File: config.mk
export PLATFORM = sky130hd
export DESIGN_NAME = sae_ram
export DESIGN_NICKNAME = d
export VERILOG_FILES = /design/src/hw/rtl/sae_ram.sv
export SDC_FILE = /design/constraint.sdc
export NUM_CORES = 2
export LEC_CHECK = 0
export BUFFER_PORTS_ARGS = -buffer_cell sky130_fd_sc_hd__buf_2
export CAP_MARGIN = 20
export CORE_UTILIZATION = 59
export CTS_BUF_LIST = sky130_fd_sc_hd__clkbuf_8
export DETAILED_ROUTE_END_ITERATION = 6
export PLACE_DENSITY_LB_ADDON = 0.25
export SYNTH_ARGS = -nofsm -noshare
export SYNTH_HDL_FRONTEND = slang
export SYNTH_MEMORY_MAX_BITS = 65536
export SYNTH_SLANG_ARGS = --single-unit
File: constraint.sdc
create_clock -name clk -period 3.3 [get_ports clk]
set_input_delay 0.66 -clock clk [delete_from_list [all_inputs] [get_ports clk]]
set_output_delay 0.66 -clock clk [all_outputs]
set_load 0.02 [all_outputs]
File: src/hw/rtl/sae_ram.sv
module sae_ram #(
	parameter int unsigned WIDTH = 16,
	parameter int unsigned DEPTH = 257
) (
	input  logic                     clk,
	input  logic                     we,
	input  logic [$clog2(DEPTH)-1:0] waddr,
	input  logic [WIDTH-1:0]         wdata,
	input  logic                     re,
	input  logic [$clog2(DEPTH)-1:0] raddr,
	output logic [WIDTH-1:0]         rdata
);

	logic [WIDTH-1:0] mem_q [DEPTH];

	always_ff @(posedge clk) begin
		if (we) begin
			mem_q[waddr] <= wdata;
		end
		if (re) begin
			rdata <= mem_q[raddr];
		end
	end

endmodule

==> metrics.md <==
| Metric | Value |
|---|---|
| Most frequent cells in the layout | 4128 x edfxtp_1, 922 x mux4_2, 888 x buf_4 |
| Fmax | 0.2989 GHz |
| RSZ-0062 raised after global routing | no |
| CP arrival | 4.26 ns |
| Vias | 83400 |
| Seq pwr share | 56.4% |
| Global-route wire length before repair | 605.2 mm |
| Worst hold path class | input port to register |
| Fin worst setup slack | -0.04543 ns |
| Drt first pass iters | 7 |
| ANT nets after route | 0 |
| Die area | 271400 um^2 |
| Worst-skew pair later-pin latency | 1.21 ns |
| Synthesis-to-finish area growth | 15.07% |
| H-tree levels | 6 |
| Post-CTS Setup Inserts | 0 |
| Cell Pwr Density | 561.1 nW/um^2 |
| Setup-failing EPs final | 2 |
| Largest net degree at the start of global routing | 159 |
| Initial Util | 59.31% |
| Root Buffer | clkbuf_8 |
| Clock sink total | 4128 |
| DR vias/cell | 6.611 |
| Failing checks | DRC, setup timing |
| Critical path peak fanout | 23 |
| GRT Total Usage | 31.83% |
| Crit path time final | 3.345 ns |
| Post-Place Cell Area | 171400 um^2 |
| Vias in the first global route | 83080 |
| Clk pwr share | 37.5% |
| Slew headroom | 8.554% |
| Final worst path period share | 101.4% |
| Syn avg cell area | 21.94 um^2 |
| Chip Width | 521.0 um |
| Initial antenna violation count | 31 |
| P_leak | 60.33 nW |
| Net switching power | 0.02372 W |
| Input/output buffers | 52 |
| Cells after Synth | 7244 |
| Die Ht | 521.0 um |
| Core area | 267900 um^2 |
| Layout Nets | 8611 |
| Total grt overflow | 0 |
| Share of layout cells above drive strength 1 | 31.38% |
| Outcome | complete, but fails checks |
| WS Path Type | input port to register |
| Hpwl dp | 270.4 mm |
| DRC errors left | 1 |
| Rows | 190 |
| VDD IR-drop max | 0.4438 mV |
| Combinational share of power | 6.1% |
| Most common cell after layout, fill and taps aside | edfxtp_1 |
| Fin. Hold Viols | 0 |
| Cell Area, Synth | 158900 um^2 |
| Async SR Flop Fraction | 0% |
| Area of the multi-input gates | 32670 um^2 |
| CTS Buf Count | 635 |
| Bufs on Longest Clock Path | 4 |
| Clock transition at path regs | 0.06 ns |
| Resized cells post-CTS | 0 |
| Gpl congestion | 0.9821 |
| Sequential area share after synthesis | 78.01% |
| Internal Power | 0.07887 W |
| Critical Path End Type | register |
| Register Area | 124000 um^2 |
| DR WL/cell | 34.04 um |
| Post-synth EDFFs | 4128 |
| MaxCap Viol Count | 0 |
| Power Total | 0.1026 W |
| Sw Share | 23.13% |
| CTS Hold Bufs | 11 |
| Final Slew Violations | 0 |
| Dominant synthesized flop cell | edfxtp_1 |
| Mapped Nets | 7281 |
| Number of DRC markers in iteration 0 | 12900 |
| Finished Cell Area | 182800 um^2 |
| CP Launch Type | input port |
| I/O pin cnt | 53 |
| Worst-case clock skew | 0.07917 ns |
| CTS tree | yes |
| Filler cells | 16270 |
| Fin Setup TNS | -0.04836 ns |
| Synth Warn # | 0 |
| CP required | 4.22 ns |
| Synth Register Bits | 4128 |
| WL final | 429.4 mm |
| Netlist cell types | 56 |
| Worst-Margin Slew | 1.359 ns |
## layout make-up
class / instances / share of cell area (%)
Sequential cell: 4128 / 67.80
Multi-Input combinational cell: 2691 / 17.87
Timing Repair Buffer: 1113 / 5.715
Clock buffer: 642 / 4.833
Tap cell: 3552 / 2.431
Clock inverter: 469 / 1.322
Antenna cell: 15 / 0.02053
Inverter: 5 / 0.01574
## metrics by stage
stage	hold slack, ns	instances	setup slack (ns)	utilization, %
final	0.1131	12620	-0.04543	68.25
after global routing	0.1085	12610	0.03079	68.24
after CTS	0.02742	12600	0.1599	68.23
after detailed placement	0.5138	11480	-1.112	63.99
after global placement	0.5116	11480	-1.149	63.99
after floorplan	0.4984	7244	0.2826	-
## per-layer routing
metal / part of all wire, % / vias up / global-route usage [%]
li1: - / 33350 / -
met1: 36 / 43240 / 43.85
met2: 47 / 5842 / 48.87
met3: 12 / 965 / 7.255
met4: 5.1 / 4 / 15.31
met5: 0.0082 / - / 0.07020
## Yosys cell counts, drive strengths merged (13+ instances only)
master | number | area (um^2)
o211ai | 53 | 397.9
nand4 | 13 | 81.33
o221ai | 72 | 630.6
edfxtp | 4128 | 124000
a31oi | 34 | 212.7
o22ai | 75 | 469.2
clkbuf | 175 | 656.9
o21ai | 119 | 595.6
a22oi | 93 | 698.2
nor2 | 321 | 1205
mux2i | 447 | 4474
buf | 245 | 1797
a21oi | 92 | 460.4
a221oi | 34 | 297.8
nand2 | 200 | 750.7
nand3 | 68 | 340.3
mux4 | 922 | 20760
nor3 | 21 | 105.1
## sequential cells by signal, indices dropped and copies added, names as in the netlist
register	flops
mem_q	4112
rdata	16
## cells by family (layout without fill, tap and decap cells)
group,after synthesis,after routing,synth area share [%]
AO/OA/AOI/OAI,630,630,2.680
buffers and inverters,425,2229,1.556
flip-flops,4128,4128,78.01
multiplexers,1377,1377,15.94
other,0,15,0
AND/OR/NAND/NOR,684,684,1.813
## critical path: stages
cell and delay (ns):
buf_12 0.20, buf_12 0.24, buf_12 0.24, buf_12 0.15
mux4_2 0.53, o211ai_1 0.18, o21ai_0 0.25, o21ai_0 0.64
nand2_1 0.29, nor2_1 0.54, a41oi_1 0.23
## final timing paths
| path | start | endpoint | slack [ns] | cells after the start |
|---|---|---|---|---|
| setup / recovery | raddr[0] | rdata[12] | -0.05 | 11 |
| hold / removal | wdata[10] | mem_q[20][10] | 0.11 | 1 |
| setup reg to reg | mem_q[177][12] | rdata[12] | 0.02 | 7 |
| hold reg to reg | mem_q[256][2] | rdata[2] | 0.54 | 2 |
## power groups by stage
stage          clock network (W)  registers, W  logic [W]
2_1_floorplan                  0        0.0589    0.00276
3_3_place_gp                   0        0.0589    0.00603
3_5_place_dp                   0        0.0589    0.00615
4_1_cts                   0.0388        0.0578    0.00618
5_1_grt                   0.0409        0.0578    0.00646
6_report                  0.0385        0.0578    0.00629
No activity file was read; power rests on OpenSTA's default activity.
