--- src/hw/rtl/sae_pkg.sv ---
package sae_pkg;

	localparam int unsigned SYMBOLS    = 256;
	localparam int unsigned FREQ_WIDTH = 16;
	localparam int unsigned TAB_DEPTH  = SYMBOLS + 1;
	localparam int unsigned TAB_AW     = $clog2(TAB_DEPTH);
	localparam int unsigned QDEPTH     = 2;
	localparam int unsigned QAW        = $clog2(QDEPTH);

	localparam logic [31:0] MASK31  = 32'h7FFF_FFFF;
	localparam logic [31:0] TOP_BIT = 32'h4000_0000;

	typedef enum logic [1:0] {
		KIND_LOAD   = 2'd0,
		KIND_ENCODE = 2'd1,
		KIND_FLUSH  = 2'd2,
		KIND_NONE   = 2'd3
	} kind_t;

	typedef struct packed {
		logic [1:0]  kind;
		logic [8:0]  table_index;
		logic [15:0] table_value;
		logic [7:0]  symbol;
	} in_word_t;

	typedef struct packed {
		logic [31:0] out_bits;
		logic [5:0]  bit_count;
	} out_word_t;

	// front to back: classified command
	typedef struct packed {
		kind_t      kind;
		logic [7:0] symbol;
	} cmd_t;

endpackage

--- src/hw/rtl/sae_back.sv ---
// Interval update with a shared restoring divider, then bit emission; flush shifts out low.
module sae_back (
	input  logic                        clk,
	input  logic                        arst_n,
	input  logic [15:0]                 total_count,
	input  logic                        cmd_valid,
	input  sae_pkg::cmd_t               cmd,
	output logic                        cmd_take,
	output logic                        tab_re,
	output logic [sae_pkg::TAB_AW-1:0]  tab_raddr,
	input  logic [15:0]                 tab_rdata,
	output logic                        empty,
	input  logic                        pop,
	output sae_pkg::out_word_t          out_word
);

	typedef enum logic [3:0] {
		S_IDLE, S_RD0, S_RD1, S_RD2, S_MUL, S_DIV, S_UPD, S_SHIFT, S_FLUSH, S_OUT
	} state_t;

	state_t      st_q;
	sae_pkg::cmd_t cur_q;
	logic [31:0] low_q, high_q, range_q, cum0_q, width_q;
	logic [15:0] cum_s_q;
	logic        pass_q;
	logic [63:0] prod_q;
	logic [63:0] quo_q;
	logic [16:0] rem_q;
	logic [15:0] tot_q;
	logic [6:0]  it_q;
	logic [31:0] acc_q;
	logic [5:0]  n_q;
	logic        out_v_q;
	logic [31:0] out_bits_q;
	logic [5:0]  out_cnt_q;
	logic [16:0] rtry;
	logic [31:0] lnew;
	logic [7:0]  sym;

	assign sym       = cur_q.symbol;
	assign empty     = !out_v_q;
	assign out_word  = '{out_bits: out_bits_q, bit_count: out_cnt_q};
	assign cmd_take  = (st_q == S_IDLE) && cmd_valid && !out_v_q;
	assign tab_re    = (st_q == S_RD0) || (st_q == S_RD1);
	assign tab_raddr = (st_q == S_RD0) ? sae_pkg::TAB_AW'(sym) : sae_pkg::TAB_AW'(sym) + 1'b1;
	assign rtry      = {rem_q[15:0], quo_q[63]} - {1'b0, tot_q};
	assign lnew      = (low_q + quo_q[31:0]) & sae_pkg::MASK31;

	always_ff @(posedge clk or negedge arst_n) begin
		if (!arst_n) begin
			st_q    <= S_IDLE;
			low_q   <= '0;
			high_q  <= sae_pkg::MASK31;
			out_v_q <= 1'b0;
		end else begin
			if (pop && out_v_q && st_q != S_OUT) begin
				out_v_q <= 1'b0;
			end
			unique case (st_q)
				S_IDLE: begin
					if (cmd_take) begin
						cur_q <= cmd;
						acc_q <= '0;
						n_q   <= '0;
						tot_q <= (total_count == '0) ? 16'd1 : total_count;
						priority case (cmd.kind)
							sae_pkg::KIND_ENCODE: st_q <= S_RD0;
							sae_pkg::KIND_FLUSH: begin
								low_q <= (low_q + ((high_q + 32'd1 - low_q) >> 1))
									& sae_pkg::MASK31;
								st_q  <= S_FLUSH;
							end
							default: st_q <= S_OUT;
						endcase
					end
				end
				S_RD0: st_q <= S_RD1;
				S_RD1: begin
					cum_s_q <= tab_rdata;
					range_q <= high_q - low_q - 32'd1;
					st_q    <= S_RD2;
				end
				S_RD2: begin
					cum0_q  <= {16'd0, cum_s_q};
					width_q <= {16'd0, tab_rdata} - {16'd0, cum_s_q} - 32'd1;
					pass_q  <= 1'b0;
					st_q    <= S_MUL;
				end
				S_MUL: begin
					prod_q <= (pass_q ? width_q : cum0_q) * range_q;
					st_q   <= S_DIV;
					it_q   <= '0;
					rem_q  <= '0;
				end
				S_DIV: begin
					if (it_q == 7'd0) begin
						quo_q <= prod_q;
					end
					if (it_q != 7'd0) begin
						if (!rtry[16]) begin
							rem_q <= rtry;
							quo_q <= {quo_q[62:0], 1'b1};
						end else begin
							rem_q <= {rem_q[15:0], quo_q[63]};
							quo_q <= {quo_q[62:0], 1'b0};
						end
					end
					it_q <= it_q + 1'b1;
					if (it_q == 7'd64) begin
						st_q <= S_UPD;
					end
				end
				S_UPD: begin
					if (!pass_q) begin
						low_q  <= lnew;
						pass_q <= 1'b1;
						st_q   <= S_MUL;
					end else begin
						high_q <= lnew;
						st_q   <= S_SHIFT;
					end
				end
				S_SHIFT: begin
					if (((low_q ^ high_q) & sae_pkg::TOP_BIT) == '0) begin
						acc_q  <= {acc_q[30:0], low_q[30]};
						n_q    <= n_q + 1'b1;
						low_q  <= {low_q[30:0], 1'b0} & sae_pkg::MASK31;
						high_q <= {high_q[30:0], 1'b1} & sae_pkg::MASK31;
					end else begin
						st_q <= S_OUT;
					end
				end
				S_FLUSH: begin
					if (low_q != '0) begin
						acc_q <= {acc_q[30:0], low_q[30]};
						n_q   <= n_q + 1'b1;
						low_q <= {low_q[30:0], 1'b0} & sae_pkg::MASK31;
					end else begin
						high_q <= sae_pkg::MASK31;
						st_q   <= S_OUT;
					end
				end
				S_OUT: begin
					if (!out_v_q || pop) begin
						out_v_q    <= 1'b1;
						out_bits_q <= acc_q;
						out_cnt_q  <= n_q;
						st_q       <= S_IDLE;
					end
				end
				default: st_q <= S_IDLE;
			endcase
		end
	end

endmodule

--- config.mk ---
export PLATFORM = sky130hd
export DESIGN_NAME = sae_back
export DESIGN_NICKNAME = d
export VERILOG_FILES = /design/src/hw/rtl/sae_pkg.sv /design/src/hw/rtl/sae_back.sv
export SDC_FILE = /design/constraint.sdc
export NUM_CORES = 2
export LEC_CHECK = 0
export ABC_CLOCK_PERIOD_IN_PS = 9980
export BUFFER_PORTS_ARGS = -buffer_cell sky130_fd_sc_hd__buf_2
export CAP_MARGIN = 20
export CORE_UTILIZATION = 35
export CTS_CLUSTER_SIZE = 28
export DETAILED_ROUTE_END_ITERATION = 16
export PLACE_DENSITY = 0.48
export SYNTH_ARGS = -nofsm -noshare
export SYNTH_HDL_FRONTEND = slang
export SYNTH_SLANG_ARGS = --single-unit
--- constraint.sdc ---
create_clock -name clk -period 9.98 [get_ports clk]
set_input_delay 0 -clock clk [delete_from_list [all_inputs] [get_ports clk]]
set_output_delay 0 -clock clk [all_outputs]
set_load 0.1 [all_outputs]
==> impl_metrics.yaml <==
worst_setup_path:
  cp.arrival_ns: 9.64
  worstReg2RegStart: "pass_q"
  r2r_cells: 27
  cpMostUsedCell: "fa_1"
  reg2reg_to: "prod_q[59]"
  worst-path-max-fanout: 14
  worst_setup_path_end_kind: "register"
  cp.required_ns: 10.32
  crit_path_max_incr_delay_ns: 0.64
  critPathLaunchType: "register"
  r2r_slack_ns: 0.67
  critical_path_class: "reg2reg"
  critical_path.slowest_cell: "and2_1"
global_routing:
  grt.overflow.total: 0
  grt_pass1_vias: 37600
  grt_pass1_wl_um: 224000
  grtUsageTotal_pct: 20.1
  grt_max_degree: 66
  antenna_found_initial: 6
timing:
  setup_tns_ns: 0
  grt_setup_unrepaired: "false"
  setup_viol: 0
  final-max-slew-violation-count: 0
  finClkSkew_ns: 0.0766
  max_freq_mhz: 107
  hold_viol_final: 0
  slew_headroom_pct: 28.9
  fin_crit_ns: 9.31
  tightest_slew_ns: 1.06
  period_share_pct: 93.2
floorplanning:
  core.rowCount: 138
  die_height_um: 380
  initial_core_util_pct: 35.3
  die_area_um2: 145000
  io_pins: 96
  die_w_um: 380
  core_area_um2: 142000
synthesis:
  syn_nets: 6180
  synth_area_leader_cell: "fa_1"
  ys_ff_latch: 401
  syn_avg_cell_area_um2: 10.1
  synth_top_area_share_pct: 29.4
  synthTopCellsByArea: "fa_1, edfxtp_1, ha_1, inv_1, and2_1"
  synth_cell_type_count: 80
  yosys_warnings: 0
  synth_edf_count: 334
  synth_commonest_cells: "inv_1, fa_1, ha_1"
  async_reset_ff_share_pct: 16.7
  postSynthCellCount: 4974
  synth_top_flop_cell: "edfxtp_1"
  synth_area_um2: 50100
  seq_area_frac_synth_pct: 23.4
  yosysMostFrequentCell: "inv_1"
drt:
  drtIter0Drc: 2038
  viasPerCell: 5.01
  ant_nets: 0
  wl_per_cell_um: 20.5
  wl_um: 143000
  dr.pass1.iters: 6
  num_vias: 34900
  drc: 0
clock_tree:
  cts_root_buffer: "clkbuf_16"
  clk_latency_ns: 0.67
  cts_max_level: 2
  numCtsBuffers: 51
  clkSinkCount: 401
  cts_tree: "done"
  clkTransAtPathRegs_ns: 0.06
  cts.path.max_buffers: 3
layout:
  fin_nets: 6250
  instances_no_fill: 6975
  fillers: 14100
  utilization_pct: 38.8
  layout-drive-gt1-share_pct: 7.83
  area_delta_synth_final_pct: 9.77
outcome:
  status: "finished clean"
placement:
  numPortBuffers: 95
  dp_hpwl_um: 114000
  gp_congestion: 0.909
  dp.cells: 6834
worst_hold_path:
  hold_class: "in2async"
job:
  maxCapViolCount: 0
## worst max-delay path by stage
stage	start	end	slack (ns)	cells past startpoint
floorplan	width_q[30]	prod_q[59]	1.48	29
global placement	pass_q	prod_q[62]	0.80	28
detailed placement	pass_q	prod_q[59]	0.61	27
CTS	pass_q	prod_q[59]	0.58	27
global route	pass_q	prod_q[62]	0.20	28
finish	pass_q	prod_q[59]	0.67	27
## final cells by class
class                      count  area, um^2  area share (%)
clock buffer                  60        1310            2.38
timing repair buffer         218        1550            2.82
tap                         1890        2360            4.30
inverter                     904        3390            6.17
sequential                   401       11700            21.4
antenna                        2        5.00         0.00910
multi-input combinational   3468       34300            62.3
clock inverter                32         370           0.673
## routing by layer
layer | wire (um) | up-vias | share of wire (%) | global-route usage (%)
li1 | - | 16300 | - | -
met1 | 64600 | 17800 | 45 | 27.1
met2 | 69800 | 658 | 49 | 34.7
met3 | 5140 | 162 | 3.6 | 1.78
met4 | 3500 | 2 | 2.4 | 5.00
met5 | 14 | - | 0.0098 | 0
## critical path: cells and delay by family (launching register included)
family | cells | cell delay [ns]
adders and majority gates | 9 | 4.35
AOI/OAI and AO/OA | 5 | 1.22
and+or+nand+nor | 5 | 1.66
muxes | 1 | 0.22
DFF | 1 | 0.40
buffers and inverters | 7 | 1.18
## through the flow
step | hold slack [ns] | setup slack, ns | area, um^2
floorplan | -0.296 | 1.48 | 50100
global placement | -0.0903 | 0.805 | 52800
detailed placement | -0.0970 | 0.608 | 52800
CTS | 0.0149 | 0.585 | 55000
global route | 0.0421 | 0.204 | 55000
finish | 0.0529 | 0.674 | 55000
## cell usage in the layout (no fill, tap or decap), types with 33 or more instances in the layout
master         instances
a21oi_1              205
nor3_1                35
nand2_1              402
a21o_1                86
fa_1                 737
nand4_1               33
buf_2                 94
xor2_1                93
mux2_2                83
clkbuf_16             51
ha_1                 423
nor2_1               192
edfxtp_1             334
dfrtp_1               36
dlygate4sd3_1         47
and2_1               372
inv_1                903
buf_4                 75
nand3_1               48
and3_1                52
o21ai_0              137
xnor2_1              134
## what timing repair did
item,CTS,global route
hold buffers,47,0
endpoints found under the hold margin,89,0
buffers inserted,0,0
gates resized for setup,0,0
## state kept, by name (all words and copies together) (netlist names), 18 cells and up
signal      flops
quo_q          64
width_q        18
range_q        32
out_bits_q     32
low_q          31
prod_q         64
high_q         31
acc_q          32
## cells by family (layout without fill, tap and decap cells)
logic type,after synthesis,count (layout),synth area share (%)
buf+inv,1105,1214,8.29
other cells,0,2,0
xor+xnor,227,227,3.97
flops,401,401,23.4
mux,102,102,2.25
compound gates,719,719,9.39
fa+ha+maj,1160,1160,40.0
simple gates,1260,1260,12.6
Power is not shown: default switching activity piles up to over one toggle a cycle in this logic, so the estimate is an artifact.
