[config.mk]
export PLATFORM = sky130hd
export DESIGN_NAME = sae_front
export DESIGN_NICKNAME = d
export VERILOG_FILES = /design/src/hw/rtl/sae_pkg.sv /design/src/hw/rtl/sae_front.sv
export SDC_FILE = /design/constraint.sdc
export NUM_CORES = 1
export LEC_CHECK = 0
export ABC_CLOCK_PERIOD_IN_PS = 2570
export BUFFER_PORTS_ARGS = -buffer_cell sky130_fd_sc_hd__buf_2
export CORE_UTILIZATION = 30
export DETAILED_ROUTE_END_ITERATION = 8
export PLACE_DENSITY_LB_ADDON = 0.08
export SKIP_CTS_REPAIR_TIMING = 1
export SYNTH_ARGS = -nofsm -noshare
export SYNTH_HDL_FRONTEND = slang
export SYNTH_SLANG_ARGS = --single-unit
[constraint.sdc]
create_clock -name clk -period 2.57 [get_ports clk]
set_input_delay 0.3855 -clock clk [delete_from_list [all_inputs] [get_ports clk]]
set_output_delay 0.3855 -clock clk [all_outputs]
set_load 0.05 [all_outputs]
[src/hw/rtl/sae_pkg.sv]
package sae_pkg;

	localparam int unsigned SYMBOLS    = 256;
	localparam int unsigned FREQ_WIDTH = 16;
	localparam int unsigned TAB_DEPTH  = SYMBOLS + 1;
	localparam int unsigned TAB_AW     = $clog2(TAB_DEPTH);
	localparam int unsigned QDEPTH     = 2;
	localparam int unsigned QAW        = $clog2(QDEPTH);

	localparam logic [31:0] MASK31  = 32'h7FFF_FFFF;
	localparam logic [31:0] TOP_BIT = 32'h4000_0000;

	typedef enum logic [1:0] {
		KIND_LOAD   = 2'd0,
		KIND_ENCODE = 2'd1,
		KIND_FLUSH  = 2'd2,
		KIND_NONE   = 2'd3
	} kind_t;

	typedef struct packed {
		logic [1:0]  kind;
		logic [8:0]  table_index;
		logic [15:0] table_value;
		logic [7:0]  symbol;
	} in_word_t;

	typedef struct packed {
		logic [31:0] out_bits;
		logic [5:0]  bit_count;
	} out_word_t;

	// front to back: classified command
	typedef struct packed {
		kind_t      kind;
		logic [7:0] symbol;
	} cmd_t;

endpackage

[src/hw/rtl/sae_front.sv]
// Accepts words, writes table loads, queues commands for the back end.
module sae_front (
	input  logic                        clk,
	input  logic                        arst_n,
	input  sae_pkg::in_word_t           in_word,
	input  logic                        push,
	output logic                        full,
	input  logic                        tab_busy,
	output logic                        tab_we,
	output logic [sae_pkg::TAB_AW-1:0]  tab_waddr,
	output logic [15:0]                 tab_wdata,
	output logic                        cmd_valid,
	output sae_pkg::cmd_t               cmd,
	input  logic                        cmd_take
);

	sae_pkg::cmd_t              q_q [sae_pkg::QDEPTH];
	logic [sae_pkg::QAW-1:0]    wp_q, rp_q;
	logic [sae_pkg::QAW:0]      cnt_q;
	logic                       acc;
	logic                       ld_block;
	sae_pkg::cmd_t              c;

	// loads only write while the queue is empty and the table is not being read, so table reads stay ordered
	assign ld_block = (c.kind == sae_pkg::KIND_LOAD) && ((cnt_q != '0) || tab_busy);
	assign full = (cnt_q == (sae_pkg::QAW+1)'(sae_pkg::QDEPTH)) || ld_block;
	assign acc  = push && !full;
	assign c.kind   = sae_pkg::kind_t'(in_word.kind);
	assign c.symbol = in_word.symbol;

	assign tab_we    = acc && (c.kind == sae_pkg::KIND_LOAD)
		&& (in_word.table_index <= 9'(sae_pkg::SYMBOLS));
	assign tab_waddr = in_word.table_index[sae_pkg::TAB_AW-1:0];
	assign tab_wdata = in_word.table_value & 16'((32'd1 << sae_pkg::FREQ_WIDTH) - 1);

	assign cmd_valid = (cnt_q != '0);
	assign cmd       = q_q[rp_q];

	always_ff @(posedge clk or negedge arst_n) begin
		if (!arst_n) begin
			wp_q   <= '0;
			rp_q   <= '0;
			cnt_q  <= '0;
		end else begin
			if (acc && c.kind != sae_pkg::KIND_NONE) begin
				q_q[wp_q] <= c;
				wp_q      <= wp_q + 1'b1;
			end
			if (cmd_take) begin
				rp_q <= rp_q + 1'b1;
			end
			cnt_q <= cnt_q + (sae_pkg::QAW+1)'(acc && c.kind != sae_pkg::KIND_NONE)
				- (sae_pkg::QAW+1)'(cmd_take);
		end
	end

endmodule

==> results.sh, run 1 <==
export IMPL_io_pins=78
export IMPL_seqCellArea_um2=701
export IMPL_ys_flop_type="edfxtp_1"
export IMPL_cts_max_level=1
export IMPL_root_buffer="clkbuf_8"
export IMPL_drt_iter0_markers=9
export IMPL_area_delta_synth_final_pct=16.5
export IMPL_netlist_area_leader_share=0.510
export IMPL_tritoncts="done"
export IMPL_switching_power_mw=0.562
export IMPL_seq_area_frac_synth=0.595
export IMPL_grt_max_degree=15
export IMPL_ys_seq_elements=24
export IMPL_cp_data_arrival_time_ns=1.55
export IMPL_rsz0062_at_grt="no"
export IMPL_grtUsageMet3=0.0246
export IMPL_synthTopCellsByArea="edfxtp_1 51%, buf_4 16%, dfrtp_1 8.5%"
export IMPL_die_area_um2=4180
export IMPL_drive_above_1_share=0.574
export IMPL_slowest_delay_ns=0.68
export IMPL_post_dp_hpwl_um=1320
export IMPL_p_sw_frac=0.392
export IMPL_synth_warning_count=0
export IMPL_grt_util_all_layers=0.0913
export IMPL_tns_ns=0
export IMPL_cts_buffers=3
export IMPL_met1_usage=0.112
export IMPL_status="finished clean"
export IMPL_start_util=0.317
export IMPL_crit_fanout=11
export IMPL_grt_busiest_layer="met2"
export IMPL_diodes=0
export IMPL_antenna_left=0
export IMPL_maxCapViolations=0
export IMPL_path_class="flip-flop to output port"
export IMPL_finalPower_mw=1.43
export IMPL_multi_input_area_um2=285
export IMPL_n_fill_cell=375
export IMPL_syn_inst=82
export IMPL_yosys_area_top_type="edfxtp_1"
export IMPL_irDropWorstVdd_v=0.000433
export IMPL_cp_end_kind="output port"
export IMPL_final_setup_viol_count=0
export IMPL_fmax_mhz=517
export IMPL_period_share=0.752
export IMPL_crit_chain="mux2_2 -> buf_2"
export IMPL_grt_antenna_before_repair=0
export IMPL_clk_insertion_delay_late_ns=0.26
export IMPL_avgSynthCellArea_um2=14.4
export IMPL_grt_met2_usage=0.146
export IMPL_powerDensity_nw_per_um2=1050
export IMPL_place_ws_ns=0.793
export IMPL_dr_pass1_iters=4
export IMPL_holdCritPathClass="input pin to flip-flop"
export IMPL_cp_slowest_cell="dfrtp_1"
export IMPL_final_min_clock_period_ns=1.93
export IMPL_final_nets=151
export IMPL_crit_path_start_kind="flip-flop"
export IMPL_rows=22
export IMPL_comb_power_share=0.388
export IMPL_relSlewSlack=0.653
export IMPL_syn_area_um2=1180
export IMPL_grt_pass1_wl_um=2890
export IMPL_path_clk_slew_ns=0.08
export IMPL_gr_total_overflow=0
export IMPL_worstMarginPinSlew_ns=0.521
export IMPL_drv_slew=0
export IMPL_cts_buffer_depth=2
export IMPL_place_gp_congestion=0.667
export IMPL_skew_ns=0.00477
export IMPL_cts_sinks=24
export IMPL_vias_per_cell=4.22
export IMPL_core_um2=3720
export IMPL_synth_commonest_cells="25 x buf_4, 20 x edfxtp_1, 7 x mux2_2"
export IMPL_p_leak_nw=0.554
export IMPL_hold_violations=0
export IMPL_routed_wl_um=1780
export IMPL_synth_cell_types=21
export IMPL_internal_power_mw=0.872
export IMPL_p_seq_frac=0.386
export IMPL_die_x_um=64.6
export IMPL_fp_dieH_um=64.6
export IMPL_post_route_util=0.369
export IMPL_pwr_share_clk=0.226
export IMPL_port_buffers=45
export IMPL_syn_nets=124
export IMPL_setup_slack_ns=0.636
export IMPL_async_flop_share=0.167
export IMPL_post_drt_wl_per_cell_um=11.4
export IMPL_grt_pass1_vias=629
export IMPL_yosysMostFrequentCell="buf_4"
export IMPL_cp_required_ns=2.18
export IMPL_vias=659
export IMPL_drc_errors=0
export IMPL_synth_edff_count=20
==> power by group through the flow <==
| stage | Clock, mW | Sequential (mW) | Combinational (mW) |
|---|---|---|---|
| floorplan | 0 | 0.518 | 0.553 |
| global placement | 0 | 0.564 | 0.560 |
| detailed placement | 0 | 0.565 | 0.562 |
| CTS | 0.332 | 0.557 | 0.563 |
| global route | 0.343 | 0.567 | 0.595 |
| finish | 0.323 | 0.553 | 0.557 |
==> cell type report <==
type                    instances  share of cell area
clock buffers                   3              0.0301
repair buffers                 48               0.182
inverters                       1             0.00274
flip-flops and latches         24               0.511
well taps                      48              0.0438
clock inverters                 1              0.0219
multi-input cells              31               0.208
==> per-stage QoR <==
step,hold WS (ns),instances,cell area [um2]
final,0.307,156,1370
after global routing,0.300,156,1370
after CTS,-0.0819,155,1360
after detailed placement,0.208,151,1290
after global placement,0.208,151,1290
after floorplan,0.0899,82,1180
==> registers in the layout, summed over array words and instances, names as in the netlist <==
register,count
wp_q,1
cnt_q,2
rp_q,1
q_q,20
==> routing by layer <==
| layer | vias up | wire (um) | share of wire |
|---|---|---|---|
| met2 | 28 | 873 | 0.49 |
| met3 | 10 | 128 | 0.072 |
| met1 | 304 | 759 | 0.43 |
| li1 | 317 | - | - |
| met5 | - | 0 | 0 |
| met4 | 0 | 20 | 0.011 |
==> placed cells by master, fill, tap and decap left out, drive strengths merged <==
cell type / n
clkbuf: 3
or2: 1
dfrtp: 4
edfxtp: 20
o31ai: 1
nand2b: 1
a21boi: 1
nand4: 1
nor3b: 1
bufinv: 1
xor2: 1
mux2: 10
nand2: 2
nor4: 2
dlygate4sd3: 1
ha: 2
xnor2: 3
nor2: 3
o311ai: 1
inv: 1
a21oi: 1
buf: 47
==> path summary, 6_finish.rpt <==
kind	depth (start not counted)	slack [ns]	endpoint	start
worst max-delay path	2	0.64	cmd[3]	rp_q$_DFFE_PN0P_
worst min-delay path	1	0.31	q_q[0][1]$_DFFE_PP_	in_word[1]
worst max register to register	7	0.86	cnt_q[1]$_DFF_PN0_	cnt_q[0]$_DFF_PN0_
worst min register to register	1	0.52	wp_q$_DFFE_PN0P_	wp_q$_DFFE_PN0P_
max in group asynchronous	2	1.98	wp_q$_DFFE_PN0P_	arst_n
min in group asynchronous	2	0.46	cnt_q[0]$_DFF_PN0_	arst_n
==> logic make-up after synthesis <==
group / share of synthesized area
buffers and inverters: 0.167
adders and majority gates: 0.0213
muxes: 0.0956
AOI/OAI and AO/OA: 0.0425
DFF: 0.595
and+or+nand+nor: 0.0489
xor gates and xnor gates: 0.0298
==> worst max-delay path: cells and delay by family, from the launching register on <==
family / cells / cell delay, ns
DFF: 1 / 0.68
muxes: 1 / 0.40
buffers and inverters: 1 / 0.21
No activity file was read; power rests on OpenSTA's default activity.
==> run 2: changes to the inputs <==
Settings changed: ABC_CLOCK_PERIOD_IN_PS 2570 to 1700.
Clock period 2.57 ns to 1.7 ns, I/O delays scaled along.
==> results.sh, run 2 (same netlist as run 1, synthesis figures left out) <==
export IMPL_worstMarginPinSlew_ns=0.334
export IMPL_post_drt_wl_per_cell_um=12.0
export IMPL_cp_data_arrival_time_ns=1.84
export IMPL_core_um2=3720
export IMPL_crit_fanout=4
export IMPL_fp_dieH_um=64.6
export IMPL_cts_sinks=24
export IMPL_vias=702
export IMPL_routed_wl_um=1920
export IMPL_hold_violations=0
export IMPL_grt_max_degree=15
export IMPL_skew_ns=0.00102
export IMPL_largest_reg_flops=20
export IMPL_gr_total_overflow=0
export IMPL_tritoncts="done"
export IMPL_period_share=0.975
export IMPL_comb_power_share=0.406
export IMPL_final_common_cell="buf_2"
export IMPL_reg_largest_list="q_q (20), cnt_q (2)"
export IMPL_final_min_clock_period_ns=1.66
export IMPL_final_nets=155
export IMPL_p_leak_nw=0.576
export IMPL_grt_pass1_wl_um=2880
export IMPL_path_clk_slew_ns=0.08
export IMPL_grt_antenna_before_repair=0
export IMPL_area_delta_synth_final_pct=21.3
export IMPL_final_setup_viol_count=0
export IMPL_cp_required_ns=1.89
export IMPL_place_gp_congestion=0.587
export IMPL_multi_input_area_um2=304
export IMPL_grt_util_all_layers=0.0946
export IMPL_rows=22
export IMPL_diodes=0
export IMPL_p_sw_frac=0.388
export IMPL_vias_per_cell=4.39
export IMPL_switching_power_mw=0.865
export IMPL_drt_iter0_markers=6
export IMPL_dr_pass1_iters=2
export IMPL_port_buffers=45
export IMPL_start_util=0.317
export IMPL_ff2ff_path_depth=7
export IMPL_place_ws_ns=0.0315
export IMPL_fmax_mhz=603
export IMPL_dpl_cell_count=154
export IMPL_root_buffer="clkbuf_8"
export IMPL_die_x_um=64.6
export IMPL_pwr_share_clk=0.218
export IMPL_crit_path_start_kind="flip-flop"
export IMPL_layout_common_cells="44 x buf_2, 20 x edfxtp_1, 7 x mux2_2, 6 x buf_4"
export IMPL_setup_slack_ns=0.0427
export IMPL_die_area_um2=4180
export IMPL_antenna_left=0
export IMPL_cts_buffers=3
export IMPL_cp_end_kind="flip-flop"
export IMPL_grt_pass1_vias=611
export IMPL_n_fill_cell=365
export IMPL_cts_max_level=1
export IMPL_relSlewSlack=0.777
export IMPL_powerDensity_nw_per_um2=1560
export IMPL_instances_no_fill=160
export IMPL_status="finished clean"
export IMPL_io_pins=78
export IMPL_hold_worst_slack_ns=0.179
export IMPL_drive_above_1_share=0.634
export IMPL_holdCritPathClass="input pin to flip-flop"
export IMPL_drc_errors=0
export IMPL_irDropWorstVdd_v=0.000876
export IMPL_maxCapViolations=0
export IMPL_seqCellArea_um2=702
export IMPL_p_seq_frac=0.376
export IMPL_regMostFlops="q_q"
export IMPL_clk_insertion_delay_late_ns=0.26
export IMPL_path_class="flip-flop to flip-flop"
export IMPL_rsz0062_at_grt="yes"
export IMPL_post_dp_hpwl_um=1500
export IMPL_internal_power_mw=1.36
export IMPL_drv_slew=0
export IMPL_hold_depth=1
export IMPL_cts_buffer_depth=2
run 2: cell types whose count changed in the layout (fill, tap and decap cells not counted), sizes merged:
cell,before,now
buf,47,51
run 2: area by class of cell:
cell class,count,area share
Inverter,1,0.00263
Sequential cell,24,0.492
Multi-Input combinational cell,31,0.213
Timing Repair Buffer,52,0.201
Clock inverter,1,0.0210
Clock buffer,3,0.0289
Tap cell,48,0.0421
run 2: final timing paths:
check	start	end	slack, ns
min in group asynchronous	arst_n	cnt_q[0]$_DFF_PN0_	0.33
min	in_word[3]	q_q[1][3]$_DFFE_PP_	0.18
max reg2reg	cnt_q[0]$_DFF_PN0_	cnt_q[1]$_DFF_PN0_	0.04
max in group asynchronous	arst_n	rp_q$_DFFE_PN0P_	1.23
min reg2reg	wp_q$_DFFE_PN0P_	wp_q$_DFFE_PN0P_	0.52
max	cnt_q[0]$_DFF_PN0_	cnt_q[1]$_DFF_PN0_	0.04
run 2: through the flow:
stage          total power, mW  cell area [um2]  TNS (ns)  utilization
4_1_cts                   2.22             1390     -1.42        0.375
5_1_grt                   2.32             1430   -0.0294        0.384
6_report                  2.23             1430         0        0.384
2_1_floorplan             1.63             1190         0            -
3_5_place_dp              1.73             1320         0        0.356
3_3_place_gp              1.72             1320         0        0.356
run 2: critical path, stage by stage (launching register included):
cell and delay, ns:
dfrtp_1 0.42, nand2b_2 0.20, o311ai_4 0.14, ha_1 0.30, inv_1 0.04, ha_1 0.18
xnor2_1 0.16, xnor2_1 0.14
run 2: power groups by stage:
stage	Clock (mW)	Combinational (mW)	Sequential, mW
2_1_floorplan	0	0.845	0.784
3_3_place_gp	0	0.873	0.847
3_5_place_dp	0	0.880	0.850
4_1_cts	0.500	0.886	0.837
5_1_grt	0.525	0.946	0.853
6_report	0.485	0.904	0.837
run 2: metal layers:
layer  GRT usage  vias to the layer above  wire, um
li1            -                      328         -
met1       0.102                      323       741
met2       0.153                       35       933
met3      0.0423                       16       184
met4      0.0556                        0        65
met5           0                        -         0
